<file path="config.mk">
export PLATFORM = sky130hd
export DESIGN_NAME = ipv4_route_prefix_lookup_flat
export DESIGN_NICKNAME = d
export VERILOG_FILES = /design/src/rtl/iprpl_pkg.sv /design/src/rtl/iprpl_req_if.sv /design/src/rtl/iprpl_rsp_if.sv /design/src/rtl/ipv4_route_prefix_lookup.sv /design/src/flat_wrapper.sv
export VERILOG_INCLUDE_DIRS = /design/src /design/src/rtl
export SDC_FILE = /design/constraint.sdc
export NUM_CORES = 1
export LEC_CHECK = 0
export BUFFER_PORTS_ARGS = -buffer_cell sky130_fd_sc_hd__buf_4
export CAP_MARGIN = 15
export CORE_ASPECT_RATIO = 1.1
export CORE_MARGIN = 2
export CORE_UTILIZATION = 40
export DETAILED_ROUTE_END_ITERATION = 8
export HOLD_SLACK_MARGIN = 0.1
export PLACE_DENSITY = 0.63
export REMOVE_ABC_BUFFERS = 1
export SETUP_SLACK_MARGIN = 0.1
export SYNTH_ARGS = -nofsm -noshare
export SYNTH_HDL_FRONTEND = slang
export SYNTH_SLANG_ARGS = --single-unit
</file>
<file path="constraint.sdc">
create_clock -name clk_i -period 10.91 [get_ports clk_i]
set_clock_uncertainty 0.2 [all_clocks]
set_input_delay 0.5455 -clock clk_i [delete_from_list [all_inputs] [get_ports clk_i]]
set_output_delay 0.5455 -clock clk_i [all_outputs]
set_load 0.005 [all_outputs]
</file>
<file path="src/rtl/ipv4_route_prefix_lookup_macros.svh">
// Assertion macros used by the route prefix lookup RTL.
`ifndef IPV4_ROUTE_PREFIX_LOOKUP_MACROS_SVH
`define IPV4_ROUTE_PREFIX_LOOKUP_MACROS_SVH

`ifndef SYNTHESIS

// Checked property that is ignored while reset is asserted.
`define IPRPL_ASSERT(lbl, clk, rst_n, prop) \
  lbl: assert property (@(posedge clk) disable iff (!rst_n) prop) \
    else $error("route prefix lookup: assertion failed");

// Checked property that also holds during reset.
`define IPRPL_ASSERT_ALWAYS(lbl, clk, prop) \
  lbl: assert property (@(posedge clk) prop) \
    else $error("route prefix lookup: assertion failed");

`else

`define IPRPL_ASSERT(lbl, clk, rst_n, prop)
`define IPRPL_ASSERT_ALWAYS(lbl, clk, prop)

`endif

`endif

</file>
<file path="src/rtl/iprpl_pkg.sv">
// Package with the types, constants and helpers of the route prefix lookup.
`default_nettype none

package iprpl_pkg;

  // Route table depth and derived widths.
  localparam int unsigned ENTRIES = 16;
  localparam int unsigned CNT_W   = $clog2(ENTRIES + 1);
  localparam int unsigned IDX_W   = (ENTRIES > 1) ? $clog2(ENTRIES) : 1;

  // Field widths.
  localparam int unsigned ADDR_W = 32;
  localparam int unsigned LEN_W  = 6;
  localparam int unsigned STAT_W = 2;

  localparam logic [LEN_W-1:0] MAX_LEN = LEN_W'(ADDR_W);

  // Command codes.
  typedef enum logic {
    CMD_ADD    = 1'b0,
    CMD_LOOKUP = 1'b1
  } cmd_e;

  // Result status codes.
  typedef enum logic [STAT_W-1:0] {
    ST_OK      = 2'd0,
    ST_DUP     = 2'd1,
    ST_FULL    = 2'd2,
    ST_NOROUTE = 2'd3
  } status_e;

  // One stored route.
  typedef struct packed {
    logic [ADDR_W-1:0] prefix;
    logic [LEN_W-1:0]  len;
    logic [ADDR_W-1:0] hop;
  } route_t;

  // Mask that keeps the top len bits of an address.
  function automatic logic [ADDR_W-1:0] top_mask(logic [LEN_W-1:0] len);
    logic [ADDR_W-1:0] mask;
    if (len == '0) begin
      mask = '0;
    end else if (len >= MAX_LEN) begin
      mask = '1;
    end else begin
      mask = {ADDR_W{1'b1}} << (MAX_LEN - len);
    end
    return mask;
  endfunction

endpackage

`default_nettype wire

</file>
<file path="src/rtl/iprpl_req_if.sv">
// Request channel: add or lookup commands into the route table.
`default_nettype none

interface iprpl_req_if;
  logic                              valid;
  logic                              ready;
  logic                              cmd;
  logic [iprpl_pkg::ADDR_W-1:0]      ip_addr;
  logic [iprpl_pkg::LEN_W-1:0]       prefix_len;
  logic [iprpl_pkg::ADDR_W-1:0]      next_hop;

  modport source (output valid, cmd, ip_addr, prefix_len, next_hop, input ready);
  modport sink   (input valid, cmd, ip_addr, prefix_len, next_hop, output ready);
endinterface

`default_nettype wire

</file>
<file path="src/rtl/iprpl_rsp_if.sv">
// Response channel: status and next hop out of the route table.
`default_nettype none

interface iprpl_rsp_if;
  logic                              valid;
  logic                              ready;
  logic [iprpl_pkg::STAT_W-1:0]      status;
  logic [iprpl_pkg::ADDR_W-1:0]      found_next_hop;

  modport source (output valid, status, found_next_hop, input ready);
  modport sink   (input valid, status, found_next_hop, output ready);
endinterface

`default_nettype wire

</file>
<file path="src/rtl/ipv4_route_prefix_lookup.sv">
// Top level of the IPv4 route table with longest prefix match lookup.
`default_nettype none
`include "ipv4_route_prefix_lookup_macros.svh"

// The table holds up to ENTRIES routes in a memory with one write port and one
// registered read port that a small sequencer scans one entry per cycle,
// comparing each against the request in one shared compare stage. An add checks
// every stored route for a duplicate and then appends unless the table is full;
// a lookup keeps the longest matching route, the first one stored winning a tie.
// A request runs from its transfer through the scan, in which every stored
// route is read through the memory read port and then compared, then through
// the finish state, where the response is loaded into the output register once
// that register is free, and back to idle for the next transfer. A finished
// response waits in the output register, so the next request is taken while
// it is still pending; a request that finishes while the previous response
// still waits holds the block until that response is taken.
module ipv4_route_prefix_lookup (
  input  wire              clk_i,
  input  wire              rst_ni,
  iprpl_req_if.sink        req_i,
  iprpl_rsp_if.source      rsp_o
);

  typedef enum logic [1:0] {
    S_IDLE,
    S_SCAN,
    S_FINISH
  } state_e;

  state_e                            state_q;
  logic [iprpl_pkg::CNT_W-1:0]       count_q;
  logic [iprpl_pkg::CNT_W-1:0]       scan_q;
  logic                              cmp_vld_q;
  logic                              cmd_q;
  logic [iprpl_pkg::ADDR_W-1:0]      addr_q;
  logic [iprpl_pkg::LEN_W-1:0]       len_q;
  logic [iprpl_pkg::ADDR_W-1:0]      hop_q;
  logic                              dup_q;
  logic                              found_q;
  logic [iprpl_pkg::LEN_W-1:0]       best_len_q;
  logic [iprpl_pkg::ADDR_W-1:0]      best_hop_q;
  logic                              rsp_vld_q;
  logic [iprpl_pkg::STAT_W-1:0]      rsp_status_q;
  logic [iprpl_pkg::ADDR_W-1:0]      rsp_hop_q;

  iprpl_pkg::route_t                 mem_q [iprpl_pkg::ENTRIES];
  iprpl_pkg::route_t                 rd_q;
  iprpl_pkg::route_t                 wr_data;

  logic                              accept;
  logic                              issue;
  logic                              load;
  logic                              wr_en;
  logic                              hit_add;
  logic                              hit_lkp;
  logic                              better;
  logic [iprpl_pkg::LEN_W-1:0]       len_sat;
  logic [iprpl_pkg::STAT_W-1:0]      status_d;
  logic [iprpl_pkg::ADDR_W-1:0]      hop_d;

  // Handshake and sequencer strobes.
  assign req_i.ready = (state_q == S_IDLE);
  assign accept      = req_i.valid && req_i.ready;
  assign issue       = (state_q == S_SCAN) && (scan_q < count_q);
  assign load        = (state_q == S_FINISH) && (!rsp_vld_q || rsp_o.ready);

  // Lengths above the address width saturate before compare and store.
  assign len_sat = (req_i.prefix_len > iprpl_pkg::MAX_LEN) ? iprpl_pkg::MAX_LEN
                                                           : req_i.prefix_len;

  // Shared compare stage on the entry read in the previous cycle.
  assign hit_add = (rd_q.prefix == addr_q) && (rd_q.len == len_q);
  assign hit_lkp = (rd_q.prefix == (addr_q & iprpl_pkg::top_mask(rd_q.len)));
  assign better  = !found_q || (rd_q.len > best_len_q);

  // Final status and next hop once the scan is complete.
  always_comb begin
    status_d = iprpl_pkg::ST_OK;
    hop_d    = '0;
    if (cmd_q == iprpl_pkg::CMD_ADD) begin
      if (dup_q) begin
        status_d = iprpl_pkg::ST_DUP;
      end else if (count_q == iprpl_pkg::CNT_W'(iprpl_pkg::ENTRIES)) begin
        status_d = iprpl_pkg::ST_FULL;
      end
    end else begin
      if (found_q) begin
        hop_d = best_hop_q;
      end else begin
        status_d = iprpl_pkg::ST_NOROUTE;
      end
    end
  end

  assign wr_en = load && (cmd_q == iprpl_pkg::CMD_ADD) && (status_d == iprpl_pkg::ST_OK);

  assign wr_data.prefix = addr_q;
  assign wr_data.len    = len_q;
  assign wr_data.hop    = hop_q;

  // Route memory: one write port for appends, one registered read for the scan.
  always_ff @(posedge clk_i) begin
    if (wr_en) begin
      mem_q[count_q[iprpl_pkg::IDX_W-1:0]] <= wr_data;
    end
    if (issue) begin
      rd_q <= mem_q[scan_q[iprpl_pkg::IDX_W-1:0]];
    end
  end

  // Sequencer, scan accumulators and output register.
  always_ff @(posedge clk_i or negedge rst_ni) begin
    if (!rst_ni) begin
      state_q      <= S_IDLE;
      count_q      <= '0;
      scan_q       <= '0;
      cmp_vld_q    <= 1'b0;
      cmd_q        <= iprpl_pkg::CMD_ADD;
      addr_q       <= '0;
      len_q        <= '0;
      hop_q        <= '0;
      dup_q        <= 1'b0;
      found_q      <= 1'b0;
      best_len_q   <= '0;
      best_hop_q   <= '0;
      rsp_vld_q    <= 1'b0;
      rsp_status_q <= '0;
      rsp_hop_q    <= '0;
    end else begin
      // The response register fills at the end of a request and empties on a transfer.
      if (load) begin
        rsp_vld_q <= 1'b1;
      end else if (rsp_o.ready) begin
        rsp_vld_q <= 1'b0;
      end

      case (state_q)
        S_IDLE: begin
          if (accept) begin
            cmd_q      <= req_i.cmd;
            addr_q     <= req_i.ip_addr;
            len_q      <= len_sat;
            hop_q      <= req_i.next_hop;
            scan_q     <= '0;
            cmp_vld_q  <= 1'b0;
            dup_q      <= 1'b0;
            found_q    <= 1'b0;
            best_len_q <= '0;
            state_q    <= S_SCAN;
          end
        end
        S_SCAN: begin
          // Read the next entry while the previous one is compared.
          cmp_vld_q <= issue;
          if (issue) begin
            scan_q <= scan_q + iprpl_pkg::CNT_W'(1);
          end
          if (cmp_vld_q) begin
            if (cmd_q == iprpl_pkg::CMD_ADD) begin
              if (hit_add) begin
                dup_q <= 1'b1;
              end
            end else if (hit_lkp && better) begin
              found_q    <= 1'b1;
              best_len_q <= rd_q.len;
              best_hop_q <= rd_q.hop;
            end
          end
          if (!issue && !cmp_vld_q) begin
            state_q <= S_FINISH;
          end
        end
        S_FINISH: begin
          if (load) begin
            rsp_status_q <= status_d;
            rsp_hop_q    <= hop_d;
            if (wr_en) begin
              count_q <= count_q + iprpl_pkg::CNT_W'(1);
            end
            state_q <= S_IDLE;
          end
        end
        default: begin
          state_q <= S_IDLE;
        end
      endcase
    end
  end

  // Response channel outputs.
  assign rsp_o.valid          = rsp_vld_q;
  assign rsp_o.status         = rsp_status_q;
  assign rsp_o.found_next_hop = rsp_hop_q;

  // The route count never passes the table depth.
  `IPRPL_ASSERT(a_count_bound, clk_i, rst_ni,
    count_q <= iprpl_pkg::CNT_W'(iprpl_pkg::ENTRIES))

  // The scan pointer never runs past the stored routes.
  `IPRPL_ASSERT(a_scan_bound, clk_i, rst_ni, scan_q <= count_q)

  // A successful add grows the table by exactly one route.
  `IPRPL_ASSERT(a_add_grows, clk_i, rst_ni,
    wr_en |=> (count_q == $past(count_q) + iprpl_pkg::CNT_W'(1)))

  // An add response carries a zero next hop and never reports no route.
  `IPRPL_ASSERT(a_add_rsp, clk_i, rst_ni,
    (load && cmd_q == iprpl_pkg::CMD_ADD) |=>
      (rsp_hop_q == '0 && rsp_status_q != iprpl_pkg::ST_NOROUTE))

endmodule

`default_nettype wire

</file>
<file path="src/flat_wrapper.sv">
// flat-port wrapper written by rule: the top's interface ports become plain ports
module ipv4_route_prefix_lookup_flat 
  (clk_i, rst_ni, req_i_valid, req_i_cmd, req_i_ip_addr, req_i_prefix_len, req_i_next_hop, req_i_ready, rsp_o_valid, rsp_o_status, rsp_o_found_next_hop, rsp_o_ready);
  iprpl_req_if req_i_i ();
  iprpl_rsp_if rsp_o_i ();
  input  wire clk_i;
  input  wire rst_ni;
  input wire logic [$bits(req_i_i.valid)-1:0] req_i_valid;
  input wire logic [$bits(req_i_i.cmd)-1:0] req_i_cmd;
  input wire logic [$bits(req_i_i.ip_addr)-1:0] req_i_ip_addr;
  input wire logic [$bits(req_i_i.prefix_len)-1:0] req_i_prefix_len;
  input wire logic [$bits(req_i_i.next_hop)-1:0] req_i_next_hop;
  output wire logic [$bits(req_i_i.ready)-1:0] req_i_ready;
  output wire logic [$bits(rsp_o_i.valid)-1:0] rsp_o_valid;
  output wire logic [$bits(rsp_o_i.status)-1:0] rsp_o_status;
  output wire logic [$bits(rsp_o_i.found_next_hop)-1:0] rsp_o_found_next_hop;
  input wire logic [$bits(rsp_o_i.ready)-1:0] rsp_o_ready;
  assign req_i_i.valid = req_i_valid;
  assign req_i_i.cmd = req_i_cmd;
  assign req_i_i.ip_addr = req_i_ip_addr;
  assign req_i_i.prefix_len = req_i_prefix_len;
  assign req_i_i.next_hop = req_i_next_hop;
  assign req_i_ready = req_i_i.ready;
  assign rsp_o_valid = rsp_o_i.valid;
  assign rsp_o_status = rsp_o_i.status;
  assign rsp_o_found_next_hop = rsp_o_i.found_next_hop;
  assign rsp_o_i.ready = rsp_o_ready;
  ipv4_route_prefix_lookup u_core (.clk_i(clk_i), .rst_ni(rst_ni), .req_i(req_i_i), .rsp_o(rsp_o_i));
endmodule
</file>
==> run summary <==
The run finished with clean final reports. The post-CTS clock slew at the launch and capture registers of the worst setup and hold paths is 0.07 ns. The placed instances occupy a cell area of 55400 um^2. In this run the tightest slew margin relative to its limit is 0.184.

After routing the design area is 60700 um^2. The clock period could shrink to 5.24 ns. The clock root buffer is clkbuf_16. The first-pass GRT wire length is 187 mm. OpenSTA, run right after detailed placement, puts the worst setup slack at 5.74 ns. In this run the cell area of the synthesized design comes to 52400 um^2. The min-delay analysis places its worst path in the category in2async. The via count of the first global-routing pass came to 27300. The number of antenna violations at the first check in global routing was 2. The placed wire-length estimate is 70.3 mm. The floorplan step set the die width to 349 um.

The net total in the final layout is 2940. The overall global routing resource usage is 0.193. The repair_antennas step left the layout with diodes totalling 0. The area enclosed by the die boundary is 134000 um^2. The core region is 130000 um^2.

The fraction of final layout cells sized beyond drive strength 1 came out at 0.264. The total negative slack for setup checks is 0 ns. The biggest fanout along the worst timing path came out at 19. The number of vias per cell came out at 5.59.

The fraction of the core area covered by cells at the end of the flow came out at 0.466. Counting the fill cells in the layout gives 10700. The routed layout has 26000 vias. The mean routed wirelength per cell came out at 27.5 um. The maximum number of pins on one net before global-route repair is 144. The worst hold slack across all endpoints came out at 0.135 ns. The async set-reset flop share out of synthesis came out at 0.118. The clock network latency to the later pin of the worst-skew pair came out at 0.78 ns. The worst setup path is launched from a register. The H-tree generated during clock tree synthesis spans 4 levels. The power density over cell area is 264 nW/um^2. STA puts the critical path data required time at 11.35 ns. The worst setup slack after layout is 5.67 ns. The DRC violation total after the first TritonRoute iteration is 2638. Counting every instance in the synthesized netlist gives 2594.

The total congestion overflow after global routing came out at 0. The total of max-cap violations came out at 0. The leading register cell type out of synthesis is edfxtp_1.

The library cells used most frequently in the layout, excluding fill and tap cells, are edfxtp_1, mux4_2, nand2_1. The register-to-register setup slack came out at 5.67 ns. The final-report setup violation count came out at 0. The number of design rule violations left after detail routing came out at 0. The standard-cell row count came out at 139. 111 I/O pins were placed. Dividing the final minimum period by the clock period gives 0.480. The critical path in this run is classified as reg2reg. The initial core utilization is 0.402. The iteration count of the initial detailed-routing pass is 6. In this run, synthesis inferred 1190 flip-flops with an integrated enable. After detailed routing, the total wire length is 128 mm. During placement, the flow inserted port buffers numbering 110. The leakage power summed over all cells came out at 20.5 nW. TritonCTS built the clock tree. The number of buffers on the longest clock path came out at 3. Setup repair after global routing left no endpoint under its margin. The count of different cell masters after synthesis is 75. Buffers inserted during clock tree synthesis total 135.

The mean cell area of the mapped netlist is 20.2 um^2. From synthesis to final layout, the design area changed by 15.7%. For this run, the register share of the synthesized area comes to 0.757. The count of clock tree sinks came out at 1349.

The post-synthesis register bit count came out at 1349. The antenna violation net count after detailed routing came out at 0. The peak supply drop came out at 0.000218 V. The data arrival at the endpoint of the critical path came out at 5.68 ns. The final weighted congestion in routability-driven placement is 0.915.

The most common cell after layout, fill and taps aside is edfxtp_1. The total count of hold-check failures in the final report is 0. The number of pins with negative max-slew slack in the final report is 0.

The worst-margin pin slew is 1.22 ns. The chip height is 384 um. The Yosys step of the flow raised 0 warnings. The achievable clock frequency came out at 191 MHz. The worst setup path is captured at a register.
-- state kept, by name (all words and copies together), names as in the netlist --
| signal | cells |
|---|---|
| u_core.count_q | 5 |
| u_core.found_q | 1 |
| u_core.len_q | 6 |
| u_core.addr_q | 32 |
| u_core.best_hop_q | 32 |
| u_core.cmp_vld_q | 1 |
| u_core.cmd_q | 1 |
| u_core.best_len_q | 6 |
| u_core.rd_q | 70 |
| u_core.hop_q | 32 |
| u_core.mem_q | 1120 |
| u_core.rsp_o.status | 2 |
| u_core.rsp_o.valid | 1 |
| u_core.scan_q | 5 |
| u_core.state_q | 2 |
| u_core.rsp_o.found_next_hop | 32 |
| u_core.dup_q | 1 |
-- area by class of cell --
class                           instances  area (um^2)  area share
Clock buffer                          176         3590      0.0593
Clock inverter                         71          822      0.0136
Inverter                               33          126     0.00208
Multi-Input combinational cell       1082        12200       0.201
Sequential cell                      1349        39700       0.655
Tap cell                             1692         2120      0.0349
Timing Repair Buffer                  245         2080      0.0343
-- per-stage QoR --
| stage | total power, mW | cells |
|---|---|---|
| after global routing | 16.7 | 4648 |
| after CTS | 16.2 | 4647 |
| after floorplan | 10.9 | 2464 |
| after detailed placement | 11.5 | 4322 |
| final | 16.0 | 4648 |
| after global placement | 11.4 | 4322 |
-- worst max-delay path, cell delays in order, from the launching register on --
cell	delay, ns
edfxtp_1	0.58
inv_1	0.21
ha_1	0.57
or3b_1	0.55
a21oi_1	0.85
a211o_1	0.22
o2111ai_1	0.12
or4_4	0.53
nor4b_4	0.38
buf_4	0.46
mux2_2	0.39
-- logic make-up after synthesis --
kind of cell / share of synthesized area
compound gates: 0.0165
xor+xnor: 0.00768
fa+ha+maj: 0.00453
buf+inv: 0.0124
flops: 0.757
mux: 0.159
simple gates: 0.0423
-- timing repair --
item | 4_1_cts | 5_1_grt
resized for setup | 0 | 0
hold endpoints to repair | 122 | 0
buffers inserted | 0 | 0
endpoints found under the setup margin | 0 | 0
hold buffers | 78 | 0
-- synthesized netlist by cell type (4+ instances only) --
| cell type | instances | area share |
|---|---|---|
| a211o_1 | 4 | 0.00067 |
| a21o_1 | 6 | 0.00086 |
| a21oi_1 | 17 | 0.0016 |
| a22oi_1 | 4 | 0.00057 |
| a311oi_1 | 4 | 0.00067 |
| a31oi_1 | 5 | 0.00060 |
| buf_1 | 32 | 0.0023 |
| buf_2 | 5 | 0.00048 |
| clkbuf_1 | 89 | 0.0064 |
| dfrtp_1 | 159 | 0.076 |
| edfxtp_1 | 1190 | 0.68 |
| ha_1 | 19 | 0.0045 |
| inv_1 | 32 | 0.0023 |
| mux2_2 | 29 | 0.0062 |
| mux2i_1 | 9 | 0.0017 |
| mux4_2 | 350 | 0.15 |
| nand2_1 | 309 | 0.022 |
| nand2b_1 | 19 | 0.0023 |
| nand3_1 | 46 | 0.0044 |
| nand3b_1 | 10 | 0.0014 |
| nand4_1 | 15 | 0.0018 |
| nor2_1 | 44 | 0.0032 |
| nor2b_1 | 4 | 0.00048 |
| nor3_1 | 10 | 0.00095 |
| nor4_1 | 10 | 0.0012 |
| o21ai_0 | 49 | 0.0047 |
| o22ai_1 | 5 | 0.00060 |
| xnor2_1 | 35 | 0.0058 |
| xor2_1 | 11 | 0.0018 |
-- layer usage --
layer	vias up	wire length [um]	GRT usage
li1	11000	-	-
met4	2	3450	0.0650
met3	207	6780	0.0291
met5	-	11	0
met1	13900	53300	0.261
met2	868	64500	0.323
-- final timing paths --
check	start	endpoint	cells after the start
setup / recovery	u_core.rd_q[32]$_DFFE_PP_	u_core.best_hop_q[20]$_DFFE_PN0P_	10
hold / removal	rst_ni	u_core.rsp_o.found_next_hop[13]$_DFFE_PN0P_	2
setup reg to reg	u_core.rd_q[32]$_DFFE_PP_	u_core.best_hop_q[20]$_DFFE_PN0P_	10
hold reg to reg	u_core.rsp_o.found_next_hop[12]$_DFFE_PN0P_	u_core.rsp_o.found_next_hop[12]$_DFFE_PN0P_	2
max in group asynchronous	rst_ni	u_core.scan_q[3]$_DFFE_PN0P_	3
min in group clk_i	req_i_valid	u_core.addr_q[7]$_DFFE_PN0P_	4
-- power breakdown --
part / switching, mW / total [mW] / internal [mW]
sequential: 0.931 / 7.63 / 6.70
clock: 1.97 / 4.64 / 2.67
combinational: 1.94 / 3.73 / 1.78
No activity file was read; power rests on OpenSTA's default activity.
